==> config.mk <==
export PLATFORM = sky130hd
export DESIGN_NAME = encoder_pulse_speed_meter_top
export DESIGN_NICKNAME = d
export VERILOG_FILES = /design/src/design/epsm_pkg.sv /design/src/design/epsm_ctrl.sv /design/src/design/epsm_dp.sv /design/src/design/encoder_pulse_speed_meter_top.sv
export SDC_FILE = /design/constraint.sdc
export NUM_CORES = 1
export LEC_CHECK = 0
export BUFFER_PORTS_ARGS = -buffer_cell sky130_fd_sc_hd__buf_2
export CAP_MARGIN = 20
export CORE_MARGIN = 2
export CORE_UTILIZATION = 28
export DETAILED_ROUTE_END_ITERATION = 16
export GPL_TIMING_DRIVEN = 0
export HOLD_SLACK_MARGIN = 0.05
export PLACE_DENSITY = 0.51
export REMOVE_ABC_BUFFERS = 1
export SLEW_MARGIN = 20
export SYNTH_ARGS = -nofsm -noshare
export SYNTH_HDL_FRONTEND = slang
export SYNTH_SLANG_ARGS = --single-unit
==> constraint.sdc <==
create_clock -name clk -period 13 [get_ports clk]
set_input_delay 1.95 -clock clk [delete_from_list [all_inputs] [get_ports clk]]
set_output_delay 1.95 -clock clk [all_outputs]
set_load 0.02 [all_outputs]
==> src/design/epsm_pkg.sv <==
// Shared types, register codes and constants of the encoder pulse speed meter.
`default_nettype none
package epsm_pkg;

  localparam int COUNTER_BITS_DEF  = 16;
  localparam int SAMPLES_PER_GROUP = 4;
  localparam int SPG_SHIFT         = $clog2(SAMPLES_PER_GROUP);
  localparam int NUM_BITS          = 20;
  localparam int THR_BITS          = 16;
  localparam int OVF_BITS          = 16;
  localparam int SPEED_BITS        = 21;
  localparam int AVG_BITS          = 22;
  localparam int SUM_BITS          = 24;
  localparam int CFG_IDX_BITS      = 8;
  localparam int CFG_DATA_BITS     = 20;
  localparam int STEP_BITS         = $clog2(NUM_BITS);

  localparam logic [NUM_BITS-1:0] NUMERATOR_RESET = 20'd50000;
  localparam logic [THR_BITS-1:0] THRESHOLD_RESET = 16'd5;
  localparam logic [OVF_BITS-1:0] OVF_LIMIT_RESET = 16'hFFFF;

  typedef enum logic [CFG_IDX_BITS-1:0] {
    REG_NUMERATOR = 8'd0,
    REG_THRESHOLD = 8'd1,
    REG_INVERT    = 8'd2,
    REG_OVF_LIMIT = 8'd3
  } reg_idx_t;

  typedef enum logic [1:0] {
    OP_CAPTURE = 2'd0,
    OP_TICK    = 2'd1,
    OP_READ    = 2'd2
  } opcode_t;

  typedef struct packed {
    logic [1:0]  opcode;
    logic [15:0] capture_value;
    logic        direction_level;
  } in_word_t;

  typedef struct packed {
    logic signed [SPEED_BITS-1:0] speed_value;
    logic                         speed_updated;
  } out_word_t;

  typedef enum logic [1:0] {
    ST_IDLE,
    ST_DIV,
    ST_AVG,
    ST_OUT
  } state_t;

  typedef struct packed {
    logic accept;
    logic div_step;
    logic finish;
  } cmd_t;

  typedef struct packed {
    logic fall_edge;
    logic div_last;
  } status_t;

endpackage
`default_nettype wire

==> src/design/epsm_ctrl.sv <==
// Controller state machine sequencing acceptance, division, averaging and output.
`default_nettype none
module epsm_ctrl (
  input  wire logic              clk,
  input  wire logic              rst_n,
  input  wire logic              in_valid,
  output logic                   in_ready,
  output logic                   out_valid,
  input  wire logic              out_ready,
  input  wire epsm_pkg::status_t status,
  output epsm_pkg::cmd_t         cmd
);
  import epsm_pkg::*;

  state_t state_r;
  state_t state_nxt;

  always_ff @(posedge clk) begin
    if (!rst_n) begin
      state_r <= ST_IDLE;
    end else begin
      state_r <= state_nxt;
    end
  end

  always_comb begin
    state_nxt = state_r;
    case (state_r)
      ST_IDLE: begin
        if (in_valid) begin
          state_nxt = status.fall_edge ? ST_DIV : ST_OUT;
        end
      end
      ST_DIV: begin
        if (status.div_last) begin
          state_nxt = ST_AVG;
        end
      end
      ST_AVG: state_nxt = ST_OUT;
      ST_OUT: begin
        if (out_ready) begin
          state_nxt = ST_IDLE;
        end
      end
      default: state_nxt = ST_IDLE;
    endcase
  end

  always_comb begin
    in_ready     = 1'b0;
    out_valid    = 1'b0;
    cmd          = '0;
    case (state_r)
      ST_IDLE: begin
        in_ready   = 1'b1;
        cmd.accept = in_valid;
      end
      ST_DIV:  cmd.div_step = 1'b1;
      ST_AVG:  cmd.finish   = 1'b1;
      ST_OUT:  out_valid    = 1'b1;
      default: in_ready     = 1'b0;
    endcase
  end

endmodule
`default_nettype wire

==> src/design/epsm_dp.sv <==
// Datapath with configuration, capture state, serial divider and group averaging.
`default_nettype none
module epsm_dp #(
  parameter int COUNTER_BITS = epsm_pkg::COUNTER_BITS_DEF
) (
  input  wire logic                                clk,
  input  wire logic                                rst_n,
  input  wire logic                                cfg_valid,
  input  wire logic [epsm_pkg::CFG_IDX_BITS-1:0]   cfg_index,
  input  wire logic [epsm_pkg::CFG_DATA_BITS-1:0]  cfg_data,
  input  wire epsm_pkg::in_word_t                  in_data,
  input  wire epsm_pkg::cmd_t                      cmd,
  output epsm_pkg::status_t                        status,
  output epsm_pkg::out_word_t                      out_data
);
  import epsm_pkg::*;

  localparam int CAP_BITS = (COUNTER_BITS < 16) ? COUNTER_BITS : 16;
  localparam int DIV_BITS = OVF_BITS + COUNTER_BITS + 1;
  localparam int WID_BITS = DIV_BITS + 1;

  logic [NUM_BITS-1:0]  numerator_r;
  logic [THR_BITS-1:0]  threshold_r;
  logic                 invert_r;
  logic [OVF_BITS-1:0]  ovf_limit_r;

  logic                        waiting_fall_r, waiting_fall_nxt;
  logic [CAP_BITS-1:0]         start_r, start_nxt;
  logic [OVF_BITS-1:0]         ovf_count_r, ovf_count_nxt;
  logic                        dir_neg_r, dir_neg_nxt;
  logic signed [SUM_BITS-1:0]  sum_r, sum_nxt;
  logic [SPG_SHIFT-1:0]        index_r, index_nxt;
  logic signed [AVG_BITS-1:0]  avg_r, avg_nxt;
  logic                        first_done_r, first_done_nxt;
  logic signed [AVG_BITS-1:0]  pub_r, pub_nxt;

  logic [DIV_BITS-1:0]  divisor_r, divisor_nxt;
  logic                 width_pos_r, width_pos_nxt;
  logic [NUM_BITS-1:0]  rem_r, rem_nxt;
  logic [NUM_BITS-1:0]  quo_r, quo_nxt;
  logic [STEP_BITS-1:0] step_r, step_nxt;
  out_word_t            out_r, out_nxt;

  logic [CAP_BITS-1:0]        cap;
  logic signed [WID_BITS-1:0] width;
  logic [NUM_BITS:0]          rem_shift;
  logic                       rem_ge;
  logic signed [SPEED_BITS-1:0] sample;
  logic signed [SUM_BITS-1:0] sample_ext;
  logic signed [SUM_BITS-1:0] avg_ext;
  logic signed [SUM_BITS-1:0] total;
  logic signed [SUM_BITS-1:0] total_bias;
  logic signed [SUM_BITS-1:0] total_div;
  logic signed [AVG_BITS-1:0] new_avg;
  logic signed [AVG_BITS:0]   mag;
  logic [AVG_BITS:0]          mag_abs;

  always_ff @(posedge clk) begin
    if (!rst_n) begin
      numerator_r <= NUMERATOR_RESET;
      threshold_r <= THRESHOLD_RESET;
      invert_r    <= 1'b0;
      ovf_limit_r <= OVF_LIMIT_RESET;
    end else if (cfg_valid) begin
      case (cfg_index)
        REG_NUMERATOR: numerator_r <= cfg_data[NUM_BITS-1:0];
        REG_THRESHOLD: threshold_r <= cfg_data[THR_BITS-1:0];
        REG_INVERT:    invert_r    <= cfg_data[0];
        REG_OVF_LIMIT: ovf_limit_r <= cfg_data[OVF_BITS-1:0];
        default:       invert_r    <= invert_r;
      endcase
    end
  end

  assign cap   = in_data.capture_value[CAP_BITS-1:0];
  assign width = $signed({2'b00, ovf_count_r, {COUNTER_BITS{1'b0}}})
               + $signed({{(WID_BITS-CAP_BITS){1'b0}}, cap})
               - $signed({{(WID_BITS-CAP_BITS){1'b0}}, start_r});

  assign rem_shift = {rem_r, quo_r[NUM_BITS-1]};
  assign rem_ge    = {{(DIV_BITS-NUM_BITS-1){1'b0}}, rem_shift} >= divisor_r;

  assign status.fall_edge = (in_data.opcode == OP_CAPTURE) && waiting_fall_r;
  assign status.div_last  = (step_r == STEP_BITS'(NUM_BITS - 1));

  always_comb begin
    sample     = width_pos_r ? $signed({1'b0, quo_r}) : '0;
    if (dir_neg_r) begin
      sample = -sample;
    end
    sample_ext = SUM_BITS'(sample);
    avg_ext    = SUM_BITS'(avg_r);
    total      = sum_r + (first_done_r ? avg_ext : sample_ext);
    total_bias = total + (total[SUM_BITS-1] ? SUM_BITS'(SAMPLES_PER_GROUP - 1) : '0);
    total_div  = total_bias >>> SPG_SHIFT;
    new_avg    = total_div[AVG_BITS-1:0];
    mag        = (AVG_BITS+1)'(new_avg) + (AVG_BITS+1)'(avg_r);
    mag_abs    = mag[AVG_BITS] ? $unsigned(-mag) : $unsigned(mag);
  end

  always_comb begin
    waiting_fall_nxt = waiting_fall_r;
    start_nxt        = start_r;
    ovf_count_nxt    = ovf_count_r;
    dir_neg_nxt      = dir_neg_r;
    sum_nxt          = sum_r;
    index_nxt        = index_r;
    avg_nxt          = avg_r;
    first_done_nxt   = first_done_r;
    pub_nxt          = pub_r;
    divisor_nxt      = divisor_r;
    width_pos_nxt    = width_pos_r;
    rem_nxt          = rem_r;
    quo_nxt          = quo_r;
    step_nxt         = step_r;
    out_nxt          = out_r;

    if (cmd.accept) begin
      out_nxt.speed_value   = pub_r[SPEED_BITS-1:0];
      out_nxt.speed_updated = 1'b0;
      case (in_data.opcode)
        OP_CAPTURE: begin
          if (!waiting_fall_r) begin
            ovf_count_nxt    = '0;
            start_nxt        = cap;
            dir_neg_nxt      = in_data.direction_level ^ invert_r;
            waiting_fall_nxt = 1'b1;
          end else begin
            waiting_fall_nxt = 1'b0;
            width_pos_nxt    = !width[WID_BITS-1] && (width != '0);
            divisor_nxt      = width[DIV_BITS-1:0];
            rem_nxt          = '0;
            quo_nxt          = numerator_r;
            step_nxt         = '0;
          end
        end
        OP_TICK: begin
          if (ovf_count_r < ovf_limit_r) begin
            ovf_count_nxt = ovf_count_r + 1'b1;
          end else begin
            ovf_count_nxt         = '0;
            pub_nxt               = '0;
            out_nxt.speed_value   = '0;
            out_nxt.speed_updated = (pub_r != '0);
          end
        end
        OP_READ: begin
          pub_nxt               = '0;
          out_nxt.speed_updated = (pub_r != '0);
        end
        default: pub_nxt = pub_r;
      endcase
    end

    if (cmd.div_step) begin
      rem_nxt  = rem_ge ? NUM_BITS'(rem_shift - divisor_r[NUM_BITS:0]) : rem_shift[NUM_BITS-1:0];
      quo_nxt  = {quo_r[NUM_BITS-2:0], rem_ge};
      step_nxt = step_r + 1'b1;
    end

    if (cmd.finish) begin
      if (index_r != SPG_SHIFT'(SAMPLES_PER_GROUP - 1)) begin
        sum_nxt   = sum_r + sample_ext;
        index_nxt = index_r + 1'b1;
      end else begin
        first_done_nxt = 1'b1;
        avg_nxt        = new_avg;
        if (mag_abs >= (AVG_BITS+1)'(threshold_r)) begin
          pub_nxt = new_avg;
        end
        sum_nxt   = '0;
        index_nxt = '0;
      end
      out_nxt.speed_value   = pub_nxt[SPEED_BITS-1:0];
      out_nxt.speed_updated = (pub_nxt != pub_r);
    end
  end

  always_ff @(posedge clk) begin
    if (!rst_n) begin
      waiting_fall_r <= 1'b0;
      start_r        <= '0;
      ovf_count_r    <= '0;
      dir_neg_r      <= 1'b0;
      sum_r          <= '0;
      index_r        <= '0;
      avg_r          <= '0;
      first_done_r   <= 1'b0;
      pub_r          <= '0;
      step_r         <= '0;
    end else begin
      waiting_fall_r <= waiting_fall_nxt;
      start_r        <= start_nxt;
      ovf_count_r    <= ovf_count_nxt;
      dir_neg_r      <= dir_neg_nxt;
      sum_r          <= sum_nxt;
      index_r        <= index_nxt;
      avg_r          <= avg_nxt;
      first_done_r   <= first_done_nxt;
      pub_r          <= pub_nxt;
      step_r         <= step_nxt;
    end
  end

  always_ff @(posedge clk) begin
    divisor_r   <= divisor_nxt;
    width_pos_r <= width_pos_nxt;
    rem_r       <= rem_nxt;
    quo_r       <= quo_nxt;
    out_r       <= out_nxt;
  end

  assign out_data = out_r;

endmodule
`default_nettype wire

==> src/design/encoder_pulse_speed_meter_top.sv <==
// Order: a rising edge, tick, read or unused code gives its word in the cycle after acceptance.
// A falling edge first runs 20 restoring divider steps, then the averaging state, then loads
// the output register. One word is in flight at a time, so the block takes no new word until
// the output of the last one has been accepted. Reset is synchronous and active low; it loads
// the register defaults and clears all state but the divider and output registers.
`default_nettype none
module encoder_pulse_speed_meter_top #(
  parameter int COUNTER_BITS = epsm_pkg::COUNTER_BITS_DEF
) (
  input  wire logic                                clk,
  input  wire logic                                rst_n,
  input  wire logic                                in_valid,
  output logic                                     in_ready,
  input  wire epsm_pkg::in_word_t                  in_data,
  output logic                                     out_valid,
  input  wire logic                                out_ready,
  output epsm_pkg::out_word_t                      out_data,
  input  wire logic                                cfg_valid,
  output logic                                     cfg_ready,
  input  wire logic [epsm_pkg::CFG_IDX_BITS-1:0]   cfg_index,
  input  wire logic [epsm_pkg::CFG_DATA_BITS-1:0]  cfg_data
);
  import epsm_pkg::*;

  cmd_t    cmd;
  status_t status;

  assign cfg_ready = 1'b1;

  epsm_ctrl u_ctrl (
    .clk       (clk),
    .rst_n     (rst_n),
    .in_valid  (in_valid),
    .in_ready  (in_ready),
    .out_valid (out_valid),
    .out_ready (out_ready),
    .status    (status),
    .cmd       (cmd)
  );

  epsm_dp #(
    .COUNTER_BITS (COUNTER_BITS)
  ) u_dp (
    .clk       (clk),
    .rst_n     (rst_n),
    .cfg_valid (cfg_valid),
    .cfg_index (cfg_index),
    .cfg_data  (cfg_data),
    .in_data   (in_data),
    .cmd       (cmd),
    .status    (status),
    .out_data  (out_data)
  );

endmodule
`default_nettype wire
==> qor.yml <==
outcome: "finished clean"
clock_latency_ns: 0.57
grt_pass1_wl_um: 86900
cp-start-kind: "register"
synthesis.area_mm2: 0.0189
dr.pass1.iters: 6
async_flop_share: 0
critPathKind: "register to register"
slew_violations: 0
pin_count: 77
drive_gt1_frac: 0.101
synthCells: 2271
path_clk_slew_ns: 0.06
slew_headroom: 0.297
fp.coreArea_mm2: 0.0670
cts_tree: "yes"
wl_per_cell_um: 17.2
cp.required_ns: 13.28
cap_violations: 0
start_util: 0.282
post-place-ws_ns: 0.365
yosysWarnings: 0
ys_seq_area_frac: 0.327
dp_hpwl_um: 41800
root_buffer: "clkbuf_16"
finalHoldViolCount: 0
fp.dieH_um: 264
powerDensity_mw_per_mm2: 159
setup_tns_ns: 0
rsz0062_at_grt: "no"
avgSynthCellArea_um2: 8.32
worst_setup_path_end_kind: "register"
synth_top_cell_area_share: 0.175
cts_setup_buffers: 0
grt_start_max_net_pins: 84
cts_buffer_depth: 3
grt_overflow: 0
period_minus_slack_ns: 12.41
grt_pass1_vias: 15700
totalPowerFinal_w: 0.00340
ys_types: 93
synth_flop_cell: "dfxtp_1"
drc_errors: 0
viasPerCell: 5.14
antenna_cells: 0
synthTopCellsByArea: "dfxtp_1 (17%), edfxtp_1 (15%), ha_1 (9.9%), nand2_1 (5.6%), xnor2_1 (4.4%)"
ant_nets: 0
die_area_mm2: 0.0696
crit_path_max_incr_delay_ns: 0.63
fillers: 7084
slowest_stage: "or4_1"
worstHoldPathType: "register to register"
setup_slack_ns: 0.591
ir_drop_v: 0.000101
vias: 16400
routed_wl_um: 55100
antenna_found_initial: 2
grtUsageTotal: 0.155
leakagePower_nw: 8.58
ys_ff_latch: 261
crit_fanout: 24
finClkSkew_ns: 0.0379
period_share: 0.955
synth_edf_count: 96
rows: 95
die_x_um: 264
numCtsBuffers: 35
finalSetupViolations: 0
placed_area_mm2: 0.0202
routabilityCongestion: 0.867
worstPathArrival_ns: 12.69
crit_top_cell: "a21o_1"
fin_area_mm2: 0.0214
portBuffers: 75
yosysTopAreaCell: "dfxtp_1"
area_growth_pct: 13.4
tightest_slew_ns: 1.05
finalNetCount: 2507
fmax_mhz: 80.6
cts_sinks: 261
htreeDepth: 2
drtIter0Drc: 1062
## critical path: cells and delay by family (launching register included)
family	cells	cell delay, ns
DFF	1	0.45
AOI/OAI and AO/OA	21	6.00
muxes	3	1.20
adders and majority gates	3	0.99
xor gates and xnor gates	1	0.07
and+or+nand+nor	12	3.17
buffers and inverters	1	0.22
## final cells by class
type                    count  area (um2)  share of cell area
flip-flops and latches    261        6190               0.289
clock inverters            17         209             0.00975
multi-input cells        1754       11800               0.550
repair buffers             85         542              0.0253
clock buffers              46        1000              0.0467
well taps                 873        1090              0.0510
inverters                 163         617              0.0288
## metrics by stage
step,utilization,hold slack [ns],cells
after floorplan,-,0.434,2178
after global placement,0.298,0.442,3126
after detailed placement,0.301,0.447,3136
after CTS,0.319,0.455,3199
after global routing,0.320,0.470,3199
final,0.320,0.454,3199
## power by group
| group | switching, W | internal (W) |
|---|---|---|
| Combinational | 0.000855 | 0.000503 |
| Clock | 0.000405 | 0.000609 |
| Sequential | 0.0000616 | 0.000971 |
| Total | 0.00132 | 0.00208 |
## logic make-up (layout without fill, tap and decap cells)
family / after synthesis / after routing / share of synthesized area
XOR/XNOR: 146 / 146 / 0.0692
buffers and inverters: 256 / 311 / 0.0514
AO/OA/AOI/OAI: 558 / 558 / 0.198
adder cells (fa/ha/maj): 155 / 155 / 0.105
flip-flops: 261 / 261 / 0.327
multiplexers: 66 / 66 / 0.0381
other: 1 / 1 / 0.000198
AND/OR/NAND/NOR: 828 / 828 / 0.211
## per-layer routing
metal | global-route usage | routed length (um) | up-vias
met5 | 0 | 27 | -
met4 | 0.0490 | 1520 | 4
met3 | 0.0232 | 2500 | 84
met2 | 0.252 | 24600 | 338
met1 | 0.211 | 26400 | 7786
li1 | - | - | 8218
## synth_stat cells, types with 16 or more instances
library cell	instances
o21ai_0	76
nor2_1	193
mux2_2	41
nor4_1	24
nand2b_1	23
a21o_1	40
and3_1	29
a22oi_1	23
clkbuf_1	77
nor3_1	38
a211oi_1	32
o211ai_1	31
a21oi_1	163
and2_1	30
nor2b_1	40
xnor2_1	96
a31oi_1	17
inv_1	161
edfxtp_1	96
xor2_1	48
nand2_1	281
a22o_1	26
or2_2	16
nand4_1	22
mux2i_1	23
ha_1	150
dfxtp_1	165
nand3_1	72
## state kept, by name (all words and copies together) (netlist names), 16 cells and up
name	count
u_dp.numerator_r	20
u_dp.ovf_count_r	16
u_dp.avg_r	22
u_dp.pub_r	22
u_dp.ovf_limit_r	16
u_dp.quo_r	20
u_dp.sum_r	24
u_dp.out_data	22
u_dp.start_r	16
u_dp.divisor_r	33
u_dp.rem_r	20
u_dp.threshold_r	16
## timing repair
action,4_1_cts,5_1_grt
endpoints found under the setup margin,0,44
hold endpoints to repair,0,0
hold buffers,0,0
gates resized for setup,0,4
## cells in the final DEF (no fill, tap or decap), types with 28 or more instances in the layout
| cell type | n |
|---|---|
| ha_1 | 148 |
| inv_1 | 158 |
| edfxtp_1 | 96 |
| xor2_1 | 48 |
| nand3_1 | 72 |
| and3_1 | 29 |
| xnor2_1 | 95 |
| dfxtp_1 | 164 |
| a211oi_1 | 32 |
| and2_1 | 28 |
| nand2_1 | 279 |
| a21oi_1 | 162 |
| nor2_1 | 190 |
| nor2b_1 | 39 |
| mux2_2 | 41 |
| clkbuf_16 | 38 |
| a21o_1 | 40 |
| buf_2 | 75 |
| o211ai_1 | 31 |
| nor3_1 | 38 |
| o21ai_0 | 76 |
## path summary, 6_finish.rpt
| check | depth (start not counted) | slack, ns | endpoint | startpoint |
|---|---|---|---|---|
| min reg2reg | 2 | 0.45 | u_dp.start_r[14] | u_dp.start_r[14] |
| max | 41 | 0.59 | u_dp.out_data[0] | u_dp.quo_r[2] |
| min | 2 | 0.45 | u_dp.start_r[14] | u_dp.start_r[14] |
| max reg2reg | 41 | 0.59 | u_dp.out_data[0] | u_dp.quo_r[2] |
(Power assumes the default switching activity.)
